## config.mk

```make
export PLATFORM = sky130hd
export DESIGN_NAME = ordered_keyed_record_table_core_flat
export DESIGN_NICKNAME = d
export VERILOG_FILES = /design/src/rtl/core/okrt_pkg.sv /design/src/rtl/core/okrt_cmd_if.sv /design/src/rtl/core/okrt_rsp_if.sv /design/src/rtl/core/ordered_keyed_record_table_core.sv /design/src/rtl/core/okrt_cell.sv /design/src/flat_wrapper.sv
export SDC_FILE = /design/constraint.sdc
export NUM_CORES = 1
export LEC_CHECK = 0
export ABC_AREA = 1
export BUFFER_PORTS_ARGS = -buffer_cell sky130_fd_sc_hd__buf_2
export CAP_MARGIN = 20
export CORE_ASPECT_RATIO = 1.2
export CORE_MARGIN = 2
export CORE_UTILIZATION = 25
export CTS_CLUSTER_DIAMETER = 150
export DETAILED_ROUTE_END_ITERATION = 16
export GPL_TIMING_DRIVEN = 0
export SLEW_MARGIN = 20
export SYNTH_ARGS = -nofsm -noshare
export SYNTH_HDL_FRONTEND = slang
export SYNTH_SLANG_ARGS = --single-unit
```

## constraint.sdc

```tcl
create_clock -name clk -period 6.6 [get_ports clk]
set_clock_uncertainty 0.15 [all_clocks]
set_input_delay 1.32 -clock clk [delete_from_list [all_inputs] [get_ports clk]]
set_output_delay 1.32 -clock clk [all_outputs]
set_load 0.1 [all_outputs]
```

## src/rtl/core/okrt_pkg.sv

```systemverilog
package okrt_pkg;

	localparam int DEPTH     = 16;
	localparam int KEY_W     = 32;
	localparam int VAL_W     = 16;
	localparam int MODE_W    = 3;
	localparam int STAT_W    = 2;
	localparam int OUT_CNT_W = 5;
	localparam int CNT_W     = $clog2(DEPTH + 1);

	localparam logic [MODE_W-1:0] MODE_INSERT = 3'd0;
	localparam logic [MODE_W-1:0] MODE_DELETE = 3'd1;
	localparam logic [MODE_W-1:0] MODE_LOOKUP = 3'd2;
	localparam logic [MODE_W-1:0] MODE_MODIFY = 3'd3;
	localparam logic [MODE_W-1:0] MODE_COUNT  = 3'd4;

	localparam logic [STAT_W-1:0] RS_OK        = 2'd0;
	localparam logic [STAT_W-1:0] RS_FULL      = 2'd1;
	localparam logic [STAT_W-1:0] RS_NOT_FOUND = 2'd2;
	localparam logic [STAT_W-1:0] RS_EMPTY     = 2'd3;

	typedef struct packed {
		logic [MODE_W-1:0] mode;
		logic [KEY_W-1:0]  key;
		logic [VAL_W-1:0]  value;
	} cmd_t;

	// per-cell view of the occupancy
	typedef struct packed {
		logic             in_use;
		logic             tail;
		logic             last;
		logic [CNT_W-1:0] pos;
	} slot_t;

	// first-match search carried from cell to cell
	typedef struct packed {
		logic             seen;
		logic [VAL_W-1:0] value;
		logic [CNT_W-1:0] pos;
	} chain_t;

endpackage

```

## src/rtl/core/okrt_cmd_if.sv

```systemverilog
interface okrt_cmd_if;
	logic                               valid;
	logic                               ready;
	logic [okrt_pkg::MODE_W-1:0]        mode;
	logic [okrt_pkg::KEY_W-1:0]         key;
	logic [okrt_pkg::VAL_W-1:0]         grade_value;

	modport source (output valid, output mode, output key, output grade_value, input ready);
	modport sink (input valid, input mode, input key, input grade_value, output ready);
endinterface

```

## src/rtl/core/okrt_rsp_if.sv

```systemverilog
interface okrt_rsp_if;
	logic                               valid;
	logic                               ready;
	logic [okrt_pkg::STAT_W-1:0]        result_status;
	logic [okrt_pkg::VAL_W-1:0]         found_value;
	logic [okrt_pkg::OUT_CNT_W-1:0]     found_position;
	logic [okrt_pkg::OUT_CNT_W-1:0]     entry_count;

	modport source (output valid, output result_status, output found_value,
		output found_position, output entry_count, input ready);
	modport sink (input valid, input result_status, input found_value,
		input found_position, input entry_count, output ready);
endinterface

```

## src/rtl/core/ordered_keyed_record_table_core.sv

```systemverilog
// channel | dir | payload                                              | handshake
// cmd     | in  | mode, key, grade_value                               | valid/ready
// rsp     | out | result_status, found_value, found_position, entry_count | valid/ready
//
// per transaction: the accept edge compares the key in every cell at once; the commit
// edge of the update state resolves the first match along the row of cells, shifts or writes
// the records and loads the result register; a new command is taken only after that commit.
// reset clears the record count, the sequencer and the result valid; records are not cleared.
// a result still waiting holds the update cycle; a command is taken while it waits.
module ordered_keyed_record_table_core (
	input  logic        clk,
	input  logic        arst_n,
	okrt_cmd_if.sink    cmd,
	okrt_rsp_if.source  rsp
);

	localparam logic [1:0] S_IDLE = 2'd0;
	localparam logic [1:0] S_UPD  = 2'd1;
	localparam int         EXT_W  = okrt_pkg::CNT_W + okrt_pkg::OUT_CNT_W;

	logic [1:0]                     phase_q;
	okrt_pkg::cmd_t                 cmd_q;
	logic [okrt_pkg::CNT_W-1:0]     occ_q;
	logic [okrt_pkg::CNT_W-1:0]     occ_nx;
	logic                           accept;
	logic                           commit;
	logic                           found;
	logic [okrt_pkg::STAT_W-1:0]    status_nx;
	logic [okrt_pkg::VAL_W-1:0]     fval_nx;
	logic [okrt_pkg::CNT_W-1:0]     fpos_nx;
	logic [EXT_W-1:0]               occ_ext;
	logic [EXT_W-1:0]               fpos_ext;

	logic                           rsp_valid_q;
	logic [okrt_pkg::STAT_W-1:0]    rsp_status_q;
	logic [okrt_pkg::VAL_W-1:0]     rsp_fval_q;
	logic [okrt_pkg::OUT_CNT_W-1:0] rsp_fpos_q;
	logic [okrt_pkg::OUT_CNT_W-1:0] rsp_count_q;

	okrt_pkg::slot_t                slot     [okrt_pkg::DEPTH];
	okrt_pkg::chain_t               chain    [okrt_pkg::DEPTH+1];
	logic [okrt_pkg::KEY_W-1:0]     rec_key  [okrt_pkg::DEPTH];
	logic [okrt_pkg::VAL_W-1:0]     rec_val  [okrt_pkg::DEPTH];
	logic [okrt_pkg::KEY_W-1:0]     nxt_key  [okrt_pkg::DEPTH];
	logic [okrt_pkg::VAL_W-1:0]     nxt_val  [okrt_pkg::DEPTH];
	logic [okrt_pkg::DEPTH-1:0]     hit_vec;

	assign cmd.ready = (phase_q == S_IDLE);
	assign accept    = cmd.valid && cmd.ready;
	assign commit    = (phase_q == S_UPD) && (!rsp_valid_q || rsp.ready);
	assign chain[0]  = '0;
	assign found     = chain[okrt_pkg::DEPTH].seen;

	for (genvar i = 0; i < okrt_pkg::DEPTH; i++) begin : g_cell
		assign slot[i].in_use = (okrt_pkg::CNT_W'(i) < occ_q);
		assign slot[i].tail   = (occ_q == okrt_pkg::CNT_W'(i));
		assign slot[i].last   = (occ_q == okrt_pkg::CNT_W'(i + 1));
		assign slot[i].pos    = okrt_pkg::CNT_W'(i + 1);
		assign hit_vec[i]     = chain[i+1].seen && !chain[i].seen;

		if (i == okrt_pkg::DEPTH - 1) begin : g_end
			assign nxt_key[i] = '0;
			assign nxt_val[i] = '0;
		end else begin : g_mid
			assign nxt_key[i] = rec_key[i+1];
			assign nxt_val[i] = rec_val[i+1];
		end

		okrt_cell u_cell (
			.clk        (clk),
			.arst_n     (arst_n),
			.compare    (accept),
			.probe_key  (cmd.key),
			.commit     (commit),
			.cmd        (cmd_q),
			.slot       (slot[i]),
			.next_key   (nxt_key[i]),
			.next_value (nxt_val[i]),
			.chain_in   (chain[i]),
			.chain_out  (chain[i+1]),
			.rec_key    (rec_key[i]),
			.rec_value  (rec_val[i])
		);
	end

	always_comb begin
		status_nx = okrt_pkg::RS_OK;
		fval_nx   = '0;
		fpos_nx   = '0;
		occ_nx    = occ_q;
		case (cmd_q.mode)
			okrt_pkg::MODE_INSERT: begin
				if (occ_q == okrt_pkg::CNT_W'(okrt_pkg::DEPTH)) begin
					status_nx = okrt_pkg::RS_FULL;
				end else begin
					occ_nx = occ_q + 1'b1;
				end
			end
			okrt_pkg::MODE_DELETE: begin
				if (occ_q == '0) begin
					status_nx = okrt_pkg::RS_EMPTY;
				end else if (!found) begin
					status_nx = okrt_pkg::RS_NOT_FOUND;
				end else begin
					occ_nx = occ_q - 1'b1;
				end
			end
			okrt_pkg::MODE_LOOKUP: begin
				if (!found) begin
					status_nx = okrt_pkg::RS_NOT_FOUND;
				end else begin
					fval_nx = chain[okrt_pkg::DEPTH].value;
					fpos_nx = chain[okrt_pkg::DEPTH].pos;
				end
			end
			okrt_pkg::MODE_MODIFY: begin
				if (!found) begin
					status_nx = okrt_pkg::RS_NOT_FOUND;
				end
			end
			default: begin
			end
		endcase
	end

	assign occ_ext  = EXT_W'(occ_nx);
	assign fpos_ext = EXT_W'(fpos_nx);

	always_ff @(posedge clk or negedge arst_n) begin
		if (!arst_n) begin
			phase_q     <= S_IDLE;
			occ_q       <= '0;
			rsp_valid_q <= 1'b0;
		end else begin
			unique case (phase_q)
				S_IDLE: begin
					if (accept) begin
						phase_q <= S_UPD;
					end
				end
				S_UPD: begin
					if (commit) begin
						phase_q <= S_IDLE;
					end
				end
				default: begin
					phase_q <= S_IDLE;
				end
			endcase
			if (commit) begin
				occ_q       <= occ_nx;
				rsp_valid_q <= 1'b1;
			end else if (rsp.ready) begin
				rsp_valid_q <= 1'b0;
			end
		end
	end

	always_ff @(posedge clk) begin
		if (accept) begin
			cmd_q.mode  <= cmd.mode;
			cmd_q.key   <= cmd.key;
			cmd_q.value <= cmd.grade_value;
		end
		if (commit) begin
			rsp_status_q <= status_nx;
			rsp_fval_q   <= fval_nx;
			rsp_fpos_q   <= fpos_ext[okrt_pkg::OUT_CNT_W-1:0];
			rsp_count_q  <= occ_ext[okrt_pkg::OUT_CNT_W-1:0];
		end
	end

	assign rsp.valid          = rsp_valid_q;
	assign rsp.result_status  = rsp_status_q;
	assign rsp.found_value    = rsp_fval_q;
	assign rsp.found_position = rsp_fpos_q;
	assign rsp.entry_count    = rsp_count_q;

	a_occ_bound: assert property (@(posedge clk) disable iff (!arst_n)
		occ_q <= okrt_pkg::CNT_W'(okrt_pkg::DEPTH))
		else $error("record count beyond table depth");

	a_one_hit: assert property (@(posedge clk) disable iff (!arst_n)
		(phase_q == S_UPD) |-> $onehot0(hit_vec))
		else $error("more than one cell claims the first match");

	a_occ_moves_on_commit: assert property (@(posedge clk) disable iff (!arst_n)
		(occ_q != $past(occ_q)) |-> $past(commit))
		else $error("record count changed outside an update");

	a_rsp_after_update: assert property (@(posedge clk) disable iff (!arst_n)
		$rose(rsp_valid_q) |-> $past(phase_q == S_UPD))
		else $error("result raised without an update cycle");

endmodule

```

## src/rtl/core/okrt_cell.sv

```systemverilog
module okrt_cell (
	input  logic                         clk,
	input  logic                         arst_n,
	input  logic                         compare,
	input  logic [okrt_pkg::KEY_W-1:0]   probe_key,
	input  logic                         commit,
	input  okrt_pkg::cmd_t               cmd,
	input  okrt_pkg::slot_t              slot,
	input  logic [okrt_pkg::KEY_W-1:0]   next_key,
	input  logic [okrt_pkg::VAL_W-1:0]   next_value,
	input  okrt_pkg::chain_t             chain_in,
	output okrt_pkg::chain_t             chain_out,
	output logic [okrt_pkg::KEY_W-1:0]   rec_key,
	output logic [okrt_pkg::VAL_W-1:0]   rec_value
);

	logic [okrt_pkg::KEY_W-1:0] key_q;
	logic [okrt_pkg::VAL_W-1:0] value_q;
	logic                       match_q;
	logic                       hit;

	always_ff @(posedge clk or negedge arst_n) begin
		if (!arst_n) begin
			match_q <= 1'b0;
		end else if (compare) begin
			match_q <= slot.in_use && (key_q == probe_key);
		end
	end

	// only the first matching cell along the row claims the hit
	assign hit = match_q && !chain_in.seen;

	always_comb begin
		chain_out.seen  = chain_in.seen || match_q;
		chain_out.value = hit ? value_q : chain_in.value;
		chain_out.pos   = hit ? slot.pos : chain_in.pos;
	end

	always_ff @(posedge clk) begin
		if (commit) begin
			case (cmd.mode)
				okrt_pkg::MODE_INSERT: begin
					if (slot.tail) begin
						key_q   <= cmd.key;
						value_q <= cmd.value;
					end
				end
				okrt_pkg::MODE_DELETE: begin
					// cells from the match onwards pull in their neighbour
					if (chain_out.seen && slot.in_use && !slot.last) begin
						key_q   <= next_key;
						value_q <= next_value;
					end
				end
				okrt_pkg::MODE_MODIFY: begin
					if (hit) begin
						value_q <= cmd.value;
					end
				end
				default: begin
				end
			endcase
		end
	end

	assign rec_key   = key_q;
	assign rec_value = value_q;

endmodule
```

## src/flat_wrapper.sv

```systemverilog
// flat-port wrapper written by rule: the top's interface ports become plain ports
module ordered_keyed_record_table_core_flat 
  (clk, arst_n, cmd_valid, cmd_mode, cmd_key, cmd_grade_value, cmd_ready, rsp_valid, rsp_result_status, rsp_found_value, rsp_found_position, rsp_entry_count, rsp_ready);
  okrt_cmd_if cmd_i ();
  okrt_rsp_if rsp_i ();
  input  logic clk;
  input  logic arst_n;
  input wire logic [$bits(cmd_i.valid)-1:0] cmd_valid;
  input wire logic [$bits(cmd_i.mode)-1:0] cmd_mode;
  input wire logic [$bits(cmd_i.key)-1:0] cmd_key;
  input wire logic [$bits(cmd_i.grade_value)-1:0] cmd_grade_value;
  output wire logic [$bits(cmd_i.ready)-1:0] cmd_ready;
  output wire logic [$bits(rsp_i.valid)-1:0] rsp_valid;
  output wire logic [$bits(rsp_i.result_status)-1:0] rsp_result_status;
  output wire logic [$bits(rsp_i.found_value)-1:0] rsp_found_value;
  output wire logic [$bits(rsp_i.found_position)-1:0] rsp_found_position;
  output wire logic [$bits(rsp_i.entry_count)-1:0] rsp_entry_count;
  input wire logic [$bits(rsp_i.ready)-1:0] rsp_ready;
  assign cmd_i.valid = cmd_valid;
  assign cmd_i.mode = cmd_mode;
  assign cmd_i.key = cmd_key;
  assign cmd_i.grade_value = cmd_grade_value;
  assign cmd_ready = cmd_i.ready;
  assign rsp_valid = rsp_i.valid;
  assign rsp_result_status = rsp_i.result_status;
  assign rsp_found_value = rsp_i.found_value;
  assign rsp_found_position = rsp_i.found_position;
  assign rsp_entry_count = rsp_i.entry_count;
  assign rsp_i.ready = rsp_ready;
  ordered_keyed_record_table_core u_core (.clk(clk), .arst_n(arst_n), .cmd(cmd_i), .rsp(rsp_i));
endmodule
```

## After elaboration in Yosys (flattened, before gate mapping)

Index checks and enable logic that the tools add are counted.

- Bits in registers: 871
- Bits of input ports: 55
- Output and inout port bits: 30
- Word-level logic and storage cells: 477

- $add $sub $neg: 2
- Magnitude comparators: 16
- Eq/ne operators: 86
- Multiplexer cells: 157
- Bitwise operators: 2
- Reductions and logical operators: 155

Operators with widths:

| cell | number |
|---|---|
| 16-bit 2-to-1 mux | 64 |
| 32-bit 2-to-1 mux | 32 |
| 32-bit case mux with 2 select lines | 16 |
| 16-bit case mux with 3 select lines | 16 |
| 32-bit equality test | 16 |
| 2-bit != test, second input constant | 49 |
| 5-bit 2-to-1 mux | 18 |
| 5-bit AND reduction | 16 |
| 1-bit logical AND | 65 |
| 4-bit AND reduction | 16 |
| 5-bit by 4-bit equality test with 1-bit output, second input constant | 8 |
| 4-bit by 5-bit < comparator with 1-bit output, first input constant | 8 |
| 1-bit zero test | 32 |
| 5-bit by 3-bit equality test with 1-bit output, second input constant | 4 |
| 3-bit by 5-bit < comparator with 1-bit output, first input constant | 4 |
| 1-bit logical OR | 16 |
| 5-bit by 2-bit equality test with 1-bit output, second input constant | 2 |
| 1-bit by 5-bit < comparator with 1-bit output, first input constant | 2 |
| 2-bit by 5-bit < comparator with 1-bit output, first input constant | 2 |
| 5-bit case mux with 2 select lines | 1 |
| 2-bit 2-to-1 mux | 4 |
| 3-bit by 2-bit equality test with 1-bit output, second input constant | 2 |
| 2-bit case mux with 3 select lines | 1 |
| 5-bit by 1-bit adder with 5-bit output, second input constant | 1 |
| 17 further kinds | 23 |

## Depth between registers and ports, before layout

- Depth after elaboration: 19
- Depth in mapped cells: 17
- Depth with buffers taken out: 15

## Hierarchy

A second synthesis with hierarchy kept.

- Cell total of the unflattened synthesis: 5342
- Area total of the unflattened synthesis: 51090.2 um^2

Modules (own cells, without submodules):

| module | times used | cells an instance | area each (um^2) | seq. area each (um^2) |
|---|---|---|---|---|
| okrt_cell | 16 | 315 | 2974.1 | 1466.4 |
| ordered_keyed_record_table_core | 1 | 302 | 3504.6 | 2547.4 |

## Worst setup path after synthesis

OpenSTA, ideal clock, no wires.

- Path type: input to register
- Start point: input rsp_ready
- End point: register u_core.g_cell[15].u_cell.key_q, in the netlist u_core.g_cell[15].u_cell.rec_key[0], enable pin
- Library setup time: 461 ps
- Data arrival time: 4629 ps
- Required time: 5989 ps
- Path slack: 1360 ps
- Stages: 6
- Buffers on the path: 0
- Path through: inv_1 > nand2_1 > nand2_1 > clkinv_1 > nand2_1 > nor3_1

- Word-level cells in the longest chain between the ends: 3

Ends and longest elaborated chain:

| what | RTL line | RTL |
|---|---|---|
| start, declared | flat_wrapper.sv:18 | `input wire logic [$bits(rsp_i.ready)-1:0] rsp_ready;` |
| 1-bit logical OR | ordered_keyed_record_table_core.sv:50 | `assign commit = (phase_q == S_UPD) && (!rsp_valid_q \|\| rsp.ready);` |
| 1-bit logical AND | ordered_keyed_record_table_core.sv:50 |  |
| net u_core.commit | ordered_keyed_record_table_core.sv:26 | `logic commit;` |
| 4-bit AND reduction (no source line) | - |  |
| end signal, assigned | okrt_cell.sv:44 | `key_q <= cmd.key;` |
| end signal, assigned | okrt_cell.sv:51 | `key_q <= next_key;` |
| end, declared | okrt_cell.sv:17 | `logic [okrt_pkg::KEY_W-1:0] key_q;` |

The timed path passes the listed nets, and every way through them passes these cells.
A chain may end at the register's enable or synchronous reset.

## Final worst setup path

- Start point: input cmd_key[4]
- End point: register u_core.g_cell[12].u_cell.match_q

- Word-level cells in the longest chain between the ends: 2

Ends and longest elaborated chain:

| what | RTL line | RTL |
|---|---|---|
| start, declared | flat_wrapper.sv:10 | `input wire logic [$bits(cmd_i.key)-1:0] cmd_key;` |
| 32-bit equality test | okrt_cell.sv:26 | `match_q <= slot.in_use && (key_q == probe_key);` |
| 1-bit logical AND | okrt_cell.sv:26 |  |
| end signal, assigned | okrt_cell.sv:26 |  |
| end, declared | okrt_cell.sv:19 | `logic match_q;` |

No other way between the ends.

==> run_results.csv <==
group,metric,value,unit
worst_setup_path,critPathKind,"primary input to flop",
hold_path,min_path_type,"flop to flop",
placement,gp_congestion,1.06,
synth,synth.top_cell.area_share,0.608,
layout,fin_cells,6847,
timing,relSlewSlack,0.116,
worst_setup_path,cp_max_fo,10,
worst_setup_path,slowest_delay,810,ps
placement,dp_hpwl,187000,microns
worst_setup_path,cp-start-kind,"primary input",
synth,synth-seq-area-share,0.622,
timing,rsz0062_at_grt,"no",
drt,drt_iter0_markers,5368,
timing,worst_slew_pin_slew,1330,ps
worst_setup_path,crit_family,"buffers and inverters",
worst_setup_path,path_cells,"buf_2 > buf_2 > clkinv_1 > clkbuf_2 > a221oi_1 > nand4_1 > nor4_1 > nand3_1 > o22ai_1",
drt,drt-vias-per-instance,5.33,
pwr,switching_share,0.310,
synth,yosysUniqueCellTypes,51,
pwr,share_seq_of_total_power,0.452,
synth,synth-edff-count,847,
clocking,cts_buffers,103,
floorplanning,initial_core_util,0.251,
clocking,cts_root_buffer,"clkbuf_16",
clocking,postCtsHoldBufs,0,
placement,placed_cells,6649,
synth,synthTopCellsByArea,"edfxtp_1 61%, nand2_1 12%, o21ai_0 5.0%",
worst_setup_path,worstReg2RegEnd,"u_core.g_cell[9].u_cell.rec_key[15]$_DFFE_PP_",
global_route,grtUsageMet2,0.438,
floorplanning,pin_count,85,
clocking,clk_latency,770,ps
timing,finalHoldViolations,0,
pwr,power_switching,4.56,mW
synth,yosys_warnings,0,
pwr,total_power,14.7,mW
drt,routed_wl,242000,microns
floorplanning,die_h,452,microns
global_route,grt_pass1_wl,316000,microns
floorplanning,fp.dieW,377,microns
pwr,power.internal,10.1,mW
global_route,grt_use_total,0.277,
drt,drtPass1Iterations,8,
pwr,ir_worst_vdd,0.206,mV
job,maxCapViolCount,0,
hold_path,holdCritStartpoint,"u_core.g_cell[7].u_cell.match_q$_DFFE_PN0P_",
synth,synth_nets,4323,
worst_setup_path,critPathBufInv,4,
hold_path,min_to,"u_core.g_cell[7].u_cell.match_q$_DFFE_PN0P_",
placement,portBuffers,84,
clocking,cts_max_path_buffers,3,
clocking,ctsHtreeMaxLevel,3,
worst_setup_path,r2r_slack,2210,ps
layout,postLayoutCellArea,50000,sq um
worst_setup_path,reg2reg_depth,8,
synth,syn_inst,4263,
drt,dr_total_vias,36500,
pwr,clkPwrFrac,0.396,
worst_setup_path,worstPathArrival,5370,ps
outcome,status,"complete, no violations",
drt,drcViolationCount,0,
layout,final.fill_count,17400,
synth,synth_flop_cell,"edfxtp_1",
clocking,clock-sinks,870,
worst_setup_path,crit_required,7130,ps
global_route,use_met1,0.339,
worst_setup_path,reg2reg_from,"u_core.cmd_q[50]$_DFFE_PP_",
clocking,path_clk_slew,60,ps
timing,fmax,206,MHz
synth,yosysTopAreaCell,"edfxtp_1",
global_route,grt_pass1_vias,34500,
synth,syn-cell-area,41800,sq um
timing,whs,364,ps
timing,maxSlewViolCount,0,
placement,post_dp_cell_area,46700,sq um
layout,syn2layout_area_growth,19.5,%
clocking,tritoncts,"yes",
pwr,p_leak,19.0,nW
layout,layout_commonest_cell,"nand2_1",
global_route,gr-usage-met3,0.0496,
floorplanning,die_area,171000,sq um
layout,drive_gt1_frac,0.0859,
global_route,grt_overflow,0,
clocking,post_cts_buffers,0,
global_route,antenna_found_initial,23,
synth,postSynthAreaPerCell,9.81,sq um
floorplanning,core.rowCount,164,
clocking,ctsResizeCount,0,
timing,period_needed,4850,ps
pwr,comb_power_share,0.153,
floorplanning,core,166000,sq um
worst_setup_path,slowest_stage,"clkinv_1",
layout,layout_common_cells,"1378 x nand2_1, 847 x edfxtp_1, 426 x inv_1",
global_route,grt_max_degree,35,
drt,drtAntennaViolNets,0,
global_route,grt_busiest_layer,"met2",
layout,fin_nets,4574,
layout,seq_area,26000,sq um
worst_setup_path,critPathCaptureType,"flop",
synth,postSynth.asyncResetShare,0.0264,
pwr,power_density,294,nW/um^2
synth,ys_ff_latch,870,
hold_path,hold-path-cell-count,1,
timing,setup_violations,0,
drt,wl_per_cell,35.3,microns
timing,fin_setup_tns,0,ps
worst_setup_path,cp_common_cell,"buf_2",
timing,finalCritPeriodShare,0.734,
layout,multi_input_area,13600,sq um
==> cell type report <==
type                            instances  area share
Sequential cell                       870       0.520
Multi-Input combinational cell       2718       0.272
Tap cell                             2241      0.0561
Clock buffer                          125      0.0534
Inverter                              438      0.0329
Timing Repair Buffer                  146      0.0327
Buffer                                237      0.0194
Clock inverter                         64      0.0129
Antenna cell                            8    0.000400
==> per-layer routing <==
layer,up-vias,routed length (microns)
met5,-,104
met3,614,21300
met2,2484,109000
met1,18400,90100
li1,15000,-
met4,14,21300
==> power groups by stage <==
stage | Combinational [mW] | Sequential [mW] | Clock [mW]
detailed placement | 2.18 | 6.75 | 0
global placement | 2.04 | 6.78 | 0
CTS | 2.19 | 6.63 | 5.86
floorplan | 0.889 | 6.82 | 0
global route | 2.31 | 6.65 | 6.03
finish | 2.25 | 6.64 | 5.82
==> cells in the mapped netlist (23+ instances only) <==
master and instances:
buf_1 27, nand4_1 30, nand3_1 95, clkbuf_1 201, a21oi_1 27, xor2_1 157
nor3_1 41, nand2_1 1378, nor4_1 59, o2111ai_1 30, inv_1 426, o21ai_0 419
o22ai_1 116, edfxtp_1 847, xnor2_1 52, dfrtp_1 23, a221oi_1 33, nor2_1 195
==> state kept, by name (all words and copies together) (netlist names), 5 cells and up <==
name	count
u_core.g_cell.u_cell.match_q	16
u_core.g_cell.u_cell.rec_value	256
u_core.rsp.found_position	5
u_core.g_cell.u_cell.rec_key	512
u_core.occ_q	5
u_core.rsp.entry_count	5
u_core.rsp.found_value	16
u_core.cmd_q	51
==> logic make-up after synthesis <==
group                      after synthesis  synth area share
AOI/OAI and AO/OA                      681            0.0949
xor gates and xnor gates               209            0.0438
adders and majority gates                5           0.00150
buffers and inverters                  675            0.0612
DFF                                    870             0.622
and+or+nand+nor                       1823             0.177
==> metrics by stage <==
step | setup slack (ps) | util
2_1_floorplan | 1360 | -
3_3_place_gp | -3270 | 0.271
3_5_place_dp | 1130 | 0.280
4_1_cts | 1910 | 0.300
5_1_grt | 1970 | 0.300
6_report | 1750 | 0.301
==> how the worst max path moves through the flow <==
stage	from	end	slack, ps	cells after the start
floorplan	rsp_ready	u_core.g_cell[15].u_cell.rec_key[0]$_SDFFCE_PP0P_	1360	6
global placement	rsp_ready	u_core.g_cell[15].u_cell.rec_key[8]$_SDFFCE_PP0P_	-3270	7
detailed placement	rsp_ready	u_core.g_cell[12].u_cell.rec_key[14]$_DFFE_PP_	1130	9
CTS	rsp_ready	u_core.g_cell[0].u_cell.rec_key[28]$_DFFE_PP_	1910	9
global route	cmd_key[4]	u_core.g_cell[12].u_cell.match_q$_DFFE_PN0P_	1970	9
finish	cmd_key[4]	u_core.g_cell[12].u_cell.match_q$_DFFE_PN0P_	1750	9
(Power assumes the default switching activity.)
